### config.mk
export PLATFORM = sky130hd
export DESIGN_NAME = mtg_front
export DESIGN_NICKNAME = d
export VERILOG_FILES = /design/src/design/mtg_pkg.sv /design/src/design/mtg_front.sv
export SDC_FILE = /design/constraint.sdc
export NUM_CORES = 1
export LEC_CHECK = 0
export BUFFER_PORTS_ARGS = -buffer_cell sky130_fd_sc_hd__clkbuf_2
export CAP_MARGIN = 20
export CORE_MARGIN = 2
export CORE_UTILIZATION = 48
export CTS_BUF_LIST = sky130_fd_sc_hd__clkbuf_8
export DETAILED_ROUTE_END_ITERATION = 10
export PLACE_DENSITY = 0.75
export SLEW_MARGIN = 5
export SYNTH_ARGS = -nofsm -noshare
export SYNTH_HDL_FRONTEND = slang
export SYNTH_SLANG_ARGS = --single-unit
### constraint.sdc
create_clock -name clk -period 2.34 [get_ports clk]
set_input_delay 0.351 -clock clk [delete_from_list [all_inputs] [get_ports clk]]
set_output_delay 0.351 -clock clk [all_outputs]
set_load 0.05 [all_outputs]
### src/design/mtg_pkg.sv
// Shared types, constants and the tempering function of the MT19937 generator.
// Used by mtg_front, mtg_back and the top level; depends on nothing else.
package mtg_pkg;

  // Default sizes of the state store and the twist tap
  localparam int STATE_WORDS_DEF = 624;
  localparam int TAP_OFFSET_DEF  = 397;

  // Depth of the command queue between front and back
  localparam int QUEUE_DEPTH = 2;

  // Algorithm constants
  localparam logic [31:0] TWIST_XOR = 32'h9908_b0df;
  localparam logic [31:0] LOW_MASK  = 32'h7fff_ffff;
  localparam logic [31:0] SEED_MUL  = 32'd1812433253;
  localparam logic [31:0] TEMPER_B  = 32'h9d2c_5680;
  localparam logic [31:0] TEMPER_C  = 32'hefc6_0000;

  // Command codes
  typedef enum logic {
    OP_SEED = 1'b0,
    OP_DRAW = 1'b1
  } op_t;

  typedef struct packed {
    op_t         op;
    logic [31:0] seed;
  } cmd_t;

  // Head of the command queue as seen by the back part
  typedef struct packed {
    logic valid;
    cmd_t cmd;
  } q_head_t;

  // Output tempering
  function automatic logic [31:0] temper(input logic [31:0] w);
    logic [31:0] y;
    y = w;
    y = y ^ (y >> 11);
    y = y ^ ((y << 7) & TEMPER_B);
    y = y ^ ((y << 15) & TEMPER_C);
    y = y ^ (y >> 18);
    return y;
  endfunction

endpackage

### src/design/mtg_front.sv
// Front part of the MT19937 generator: accepts command beats, classifies them
// and holds them in a short queue for the back part. Depends on mtg_pkg.
module mtg_front (
  input  logic             clk,
  input  logic             rst_n,
  input  logic             start,
  input  logic             in_action,
  input  logic [31:0]      in_seed,
  output logic             busy,
  output mtg_pkg::q_head_t head,
  input  logic             pop
);
  import mtg_pkg::*;

  localparam int PTR_W = (QUEUE_DEPTH > 1) ? $clog2(QUEUE_DEPTH) : 1;
  localparam int CNT_W = $clog2(QUEUE_DEPTH + 1);

  cmd_t             entry_r [QUEUE_DEPTH];
  logic [PTR_W-1:0] wr_ptr_r, wr_ptr_nxt;
  logic [PTR_W-1:0] rd_ptr_r, rd_ptr_nxt;
  logic [CNT_W-1:0] cnt_r, cnt_nxt;
  logic             push;
  logic             do_pop;
  cmd_t             cmd_in;

  // classify the incoming beat
  always_comb begin
    cmd_in.op   = in_action ? OP_DRAW : OP_SEED;
    cmd_in.seed = in_seed;
  end

  assign busy   = (cnt_r == CNT_W'(QUEUE_DEPTH));
  assign push   = start && !busy;
  assign do_pop = pop && (cnt_r != '0);

  // pointer and fill count update
  always_comb begin
    wr_ptr_nxt = wr_ptr_r;
    rd_ptr_nxt = rd_ptr_r;
    cnt_nxt    = cnt_r;
    if (push) begin
      wr_ptr_nxt = (wr_ptr_r == PTR_W'(QUEUE_DEPTH - 1)) ? '0 : wr_ptr_r + PTR_W'(1);
    end
    if (do_pop) begin
      rd_ptr_nxt = (rd_ptr_r == PTR_W'(QUEUE_DEPTH - 1)) ? '0 : rd_ptr_r + PTR_W'(1);
    end
    if (push && !do_pop) begin
      cnt_nxt = cnt_r + CNT_W'(1);
    end else if (do_pop && !push) begin
      cnt_nxt = cnt_r - CNT_W'(1);
    end
  end

  always_ff @(posedge clk) begin
    if (!rst_n) begin
      wr_ptr_r <= '0;
      rd_ptr_r <= '0;
      cnt_r    <= '0;
    end else begin
      wr_ptr_r <= wr_ptr_nxt;
      rd_ptr_r <= rd_ptr_nxt;
      cnt_r    <= cnt_nxt;
    end
  end

  // queue storage, payload only
  always_ff @(posedge clk) begin
    if (push) begin
      entry_r[wr_ptr_r] <= cmd_in;
    end
  end

  always_comb begin
    head.valid = (cnt_r != '0);
    head.cmd   = entry_r[rd_ptr_r];
  end

endmodule

==> results of run 1 <==
routing by layer:
metal	track usage	vias to the layer above	routed length, um
met1	0.1875	675	1830
li1	-	658	-
met5	0	-	0
met4	0.04821	0	61
met3	0.05698	6	310
met2	0.2621	53	2299
per-stage QoR:
stage                     instances    util  hold WS [ps]  area (um^2)  worst slack, ps
after floorplan                 128       -         449.9         2616            406.9
after detailed placement        269  0.5934         523.4         3069            720.6
after CTS                       285  0.6297         194.0         3257            430.6
final                           285  0.6297         208.2         3257            454.8
after global routing            285  0.6297         192.1         3257            365.6
after global placement          269  0.5934         487.2         3069            819.6
cell families (layout without fill, tap and decap cells):
kind of cell	count (synthesis)	in the layout	synth area share
buf+inv	6	93	0.01054
xor+xnor	3	3	0.01007
fa+ha+maj	1	1	0.004793
simple gates	9	9	0.02206
compound gates	5	5	0.01246
flops	71	71	0.7977
mux	33	33	0.1424
final timing paths:
kind / start / end / cells past startpoint
max reg2reg: cnt_r[0] / cnt_r[1] / 7
max: register / head[18] / 3
min: in_seed[4] / entry_r[1][4] / 1
min reg2reg: cnt_r[1] / cnt_r[1] / 2
synth_stat cells (all sizes together):
library cell / count / area (um^2)
inv: 2 / 7.500
or3: 1 / 6.260
nor3: 1 / 10.01
nand2b: 1 / 6.260
o21a: 1 / 7.510
edfxtp: 66 / 1982
xor2: 1 / 8.760
buf: 4 / 20.02
xnor2: 2 / 17.52
and2: 3 / 18.77
a21boi: 2 / 15.02
or2: 1 / 6.260
dfxtp: 5 / 100.1
o21ai: 2 / 10.00
nor2: 1 / 3.750
ha: 1 / 12.51
and3: 1 / 6.260
mux2: 33 / 371.6
state kept, by name, summed over array words and instances (netlist names), named ones only:
register  cells
rd_ptr_r      1
wr_ptr_r      1
cnt_r         2
entry_r      66
final cells by class:
| class | count | area (um^2) | area share |
|---|---|---|---|
| clock buffers | 9 | 123.9 | 0.03803 |
| flip-flops and latches | 71 | 2082 | 0.6393 |
| inverters | 2 | 7.507 | 0.002305 |
| multi-input cells | 51 | 506.7 | 0.1556 |
| clock inverters | 7 | 63.81 | 0.01959 |
| well taps | 70 | 87.58 | 0.02689 |
| repair buffers | 75 | 385.4 | 0.1183 |
cells in the final DEF, fill, tap and decap left out:
master / instances
a21boi_0: 1
a21boi_1: 1
and2_1: 3
and3_1: 1
buf_4: 4
bufinv_16: 1
clkbuf_2: 71
clkbuf_8: 9
clkinv_1: 1
clkinv_2: 3
clkinvlp_4: 2
dfxtp_1: 5
edfxtp_1: 66
ha_1: 1
inv_1: 1
inv_2: 1
mux2_2: 33
nand2b_1: 1
nor2_1: 1
nor3_4: 1
o21a_1: 1
o21ai_0: 1
o21ai_1: 1
or2_2: 1
or3_1: 1
xnor2_1: 2
xor2_1: 1
power groups by stage:
stage / Combinational (mW) / Clock [mW] / Sequential, mW
global route: 1.62 / 0.978 / 1.68
CTS: 1.56 / 0.935 / 1.66
finish: 1.54 / 0.909 / 1.66
global placement: 1.52 / 0 / 1.67
detailed placement: 1.55 / 0 / 1.69
floorplan: 1.23 / 0 / 1.67
==> results.py, run 1 <==
metrics = {
    "logic_synthesis": {
        "netlist_area_um2": 2610,
        "ys_seq_area_frac": 0.7977,
        "ys_types": 21,
        "ys_warn_count": 0,
        "syn_area_per_cell_um2": 20.39,
        "netlist_instances": 128,
        "ys_ff_latch": 71,
        "syn_nets": 166,
    },
    "timing": {
        "post-route-period-util": 0.8056,
        "fin_skew_ps": 4.642,
        "relSlewSlack": 0.7028,
        "max_freq_ghz": 0.5304,
        "tightest_slew_ps": 445.8,
        "fin_setup_tns_ps": 0,
        "setup_viol": 0,
        "finalCriticalPeriod_ps": 1885,
        "rsz0062_at_grt": "false",
        "hold_violations": 0,
        "drv_slew": 0,
    },
    "power_and_ir_drop": {
        "cellPowerDensity_nw_per_um2": 1261,
        "switchingPower_mw": 1.587,
        "pwr-share-clk": 0.221,
        "swShare": 0.3864,
        "max-vdd-ir-drop_v": 0.0007455,
        "p_leak_nw": 1.252,
        "power_mw": 4.107,
        "p_int_mw": 2.520,
        "combPwrFrac": 0.375,
        "seq_power_share": 0.404,
    },
    "hold_path": {
        "hold_class": "input pin to register",
    },
    "die": {
        "core_area_um2": 5172,
        "start_util": 0.5046,
        "die_width_um": 77.74,
        "die_area_um2": 6044,
        "io_pins": 72,
        "fp.dieH_um": 77.74,
        "row_count": 26,
    },
    "outcome": {
        "status": "finished clean",
    },
    "worst_setup_path": {
        "cp_data_arrival_time_ps": 1530,
        "critical-path-slowest-cell": "mux2_2",
        "crit_family": "buffers and inverters",
        "crit_type": "register to output pin",
        "cp_max_fo": 17,
        "slowest_delay_ps": 380,
        "startpoint_type": "register",
        "crit_chain": "buf_4 > mux2_2 > clkbuf_2",
        "crit_buf_inv": 2,
        "cp-end-kind": "output pin",
        "rrSetupSlack_ps": 700,
        "cp_data_required_time_ps": 1990,
    },
    "clocking": {
        "clock-root-buffer": "clkbuf_8",
        "cts-htree-levels": 3,
        "cts_resized": 0,
        "cts_sinks": 71,
        "cts_tree": "done",
        "hold_buffers": 0,
        "insertion_delay_ps": 330,
        "clk_path_buf_depth": 2,
        "cts_setup_buffers": 0,
        "cts_made_buffers": 9,
        "path_clk_slew_ps": 70,
    },
    "finish": {
        "final_net_count": 248,
        "drive_gt1_frac": 0.5860,
        "fillers": 405,
        "syn_to_final_growth_pct": 24.78,
        "antenna_cells": 0,
    },
    "global_route": {
        "antenna_found_initial": 0,
        "grt.total_usage": 0.1559,
        "grt_pass1_wl_mm": 7.051,
        "grt-ovfl-total": 0,
        "grt_pass1_vias": 1436,
        "grt_max_degree": 34,
    },
    "detailed_routing": {
        "vias_per_cell": 4.884,
        "drt_wl_total_mm": 4.503,
        "ant_nets": 0,
        "drt_drc_violations_left": 0,
        "wire_per_inst_um": 15.80,
        "drtIter0Drc": 62,
        "firstDrtPassIters": 4,
        "vias": 1392,
    },
    "placed_design": {
        "gp_congestion": 0.7461,
        "dpl.hpwl_mm": 3.099,
        "portBuffers": 71,
    },
    "flow_run": {
        "drv_cap": 0,
    },
}
(Power assumes the default switching activity.)
==> run 2, diff against run 1 <==
clock period = 1.54 ns   (was 2.34 ns; I/O delays follow)
==> results.py, run 2 (same netlist as run 1, synthesis figures left out) <==
metrics = {
    "finish": {
        "regMostFlops": "entry_r",
        "final_area_um2": 3801,
        "fillers": 311,
        "final_net_count": 253,
        "drive_gt1_frac": 0.6210,
        "largest_reg_flops": 66,
        "mostFrequentLayoutCell": "edfxtp_1",
        "antenna_cells": 0,
        "final_cell_mix": "edfxtp_1 (66), clkbuf_2 (38), buf_8 (32), mux2_4 (18), mux2_2 (15)",
        "top_regs": "entry_r: 66 flops, cnt_r: 2 flops",
        "syn_to_final_growth_pct": 45.64,
    },
    "timing": {
        "drv_slew": 0,
        "finalCriticalPeriod_ps": 1654,
        "max_freq_ghz": 0.6047,
        "rsz0062_at_grt": "true",
        "post-route-period-util": 1.074,
        "fin_hold_ws_ps": 90.82,
        "relSlewSlack": 0.7916,
        "fin_skew_ps": 6.654,
        "setup_ws_ps": -113.6,
        "hold_violations": 0,
        "tightest_slew_ps": 310.6,
        "setup_viol": 33,
    },
    "hold_path": {
        "whs_path_depth": 1,
        "hold_path_end": "entry_r[1][13]",
        "hold_class": "input pin to register",
        "min_from": "in_seed[13]",
    },
    "die": {
        "fp.dieH_um": 77.74,
        "core_area_um2": 5172,
        "io_pins": 72,
        "row_count": 26,
        "die_area_um2": 6044,
        "die_width_um": 77.74,
        "start_util": 0.5046,
    },
    "worst_setup_path": {
        "rrSetupSlack_ps": 90,
        "worst_r2r_path_depth": 7,
        "cp_data_required_time_ps": 1310,
        "cp-end-kind": "output pin",
        "startpoint_type": "register",
        "r2r-end": "cnt_r[1]",
        "cp_data_arrival_time_ps": 1420,
        "crit_type": "register to output pin",
        "cp_max_fo": 12,
        "rr_startpoint": "cnt_r[0]",
    },
    "placed_design": {
        "dpl.hpwl_mm": 3.145,
        "dpl_cell_area_um2": 3174,
        "portBuffers": 71,
        "gp_congestion": 0.6677,
    },
    "clocking": {
        "hold_buffers": 0,
        "cts-htree-levels": 3,
        "clock-root-buffer": "clkbuf_8",
        "insertion_delay_ps": 330,
        "path_clk_slew_ps": 70,
        "cts_sinks": 71,
        "cts_tree": "done",
        "clk_path_buf_depth": 2,
        "cts_made_buffers": 9,
    },
    "detailed_routing": {
        "drt_drc_violations_left": 0,
        "wl_met2_mm": 3.061,
        "wl_met1_mm": 1.886,
        "vias_per_cell": 5.093,
        "wire_per_inst_um": 18.15,
        "firstDrtPassIters": 4,
        "wl_met3_um": 219,
        "drt_wl_total_mm": 5.244,
        "vias": 1472,
        "ant_nets": 0,
        "highest_layer": "met4",
        "drtIter0Drc": 84,
    },
    "flow_run": {
        "drv_cap": 0,
    },
    "outcome": {
        "violations": "setup timing",
        "status": "finished with violations",
    },
    "global_route": {
        "grt_pass1_vias": 1669,
        "grt.total_usage": 0.1819,
        "antenna_found_initial": 0,
        "grt_pass1_wl_mm": 8.038,
        "grt-ovfl-total": 0,
        "grt_max_degree": 18,
    },
    "power_and_ir_drop": {
        "p_leak_nw": 1.474,
        "max-vdd-ir-drop_v": 0.001042,
        "cellPowerDensity_nw_per_um2": 1898,
    },
}
-- run 2: cell count changes in the layout (fill, tap and decap cells not counted), sizes merged --
| cell | previous run | this run |
|---|---|---|
| inv | 2 | 3 |
| clkbuf | 80 | 48 |
| clkinvlp | 2 | 1 |
| buf | 4 | 41 |
| bufinv | 1 | 0 |
-- run 2: final cells by class --
| type | count | area [um^2] | share of cell area |
|---|---|---|---|
| well taps | 70 | 87.58 | 0.02304 |
| flip-flops and latches | 71 | 2091 | 0.5500 |
| inverters | 2 | 12.51 | 0.003292 |
| repair buffers | 80 | 858.3 | 0.2258 |
| clock buffers | 9 | 123.9 | 0.03259 |
| multi-input cells | 51 | 598.1 | 0.1573 |
| clock inverters | 6 | 30.03 | 0.007900 |
-- run 2: metal layers --
layer	vias to the layer above	global-route usage
met5	-	0
met3	8	0.04070
li1	670	-
met2	48	0.3353
met4	0	0.09643
met1	746	0.1909
-- run 2: stage by stage --
| step | setup TNS, ps | cells | setup slack, ps | util | power, mW |
|---|---|---|---|---|---|
| finish | -2586 | 289 | -113.6 | 0.7349 | 7.215 |
| global route | -4057 | 289 | -155.9 | 0.7349 | 7.479 |
| CTS | -3616 | 287 | -134.4 | 0.7177 | 6.928 |
| detailed placement | 0 | 271 | 19.88 | 0.6137 | 5.096 |
| global placement | 0 | 271 | 109.7 | 0.6137 | 5.014 |
| floorplan | -10510 | 128 | -312.3 | - | 4.442 |
-- run 2: power by group --
part | internal [mW] | leakage (nW) | switching, mW
clock network | 0.555 | 0.0835 | 0.631
logic | 1.56 | 0.731 | 1.89
registers | 2.44 | 0.659 | 0.134
-- run 2: critical path, cell delays in order (launching register included) --
cell     delay, ps
dfxtp_4        410
buf_12         160
mux2_2         360
buf_8          160
-- run 2: timing repair --
item	4_1_cts	5_1_grt
setup endpoints to repair	33	34
pin swaps	0	1
cloned	1	0
setup buffers	0	2
resized for setup	84	41
-- run 2: how the worst max path moves through the flow --
stage and end:
2_1_floorplan entry_r[0][0], 3_3_place_gp cnt_r[1], 3_5_place_dp cnt_r[1], 4_1_cts head[12]
5_1_grt head[0], 6_report head[18]
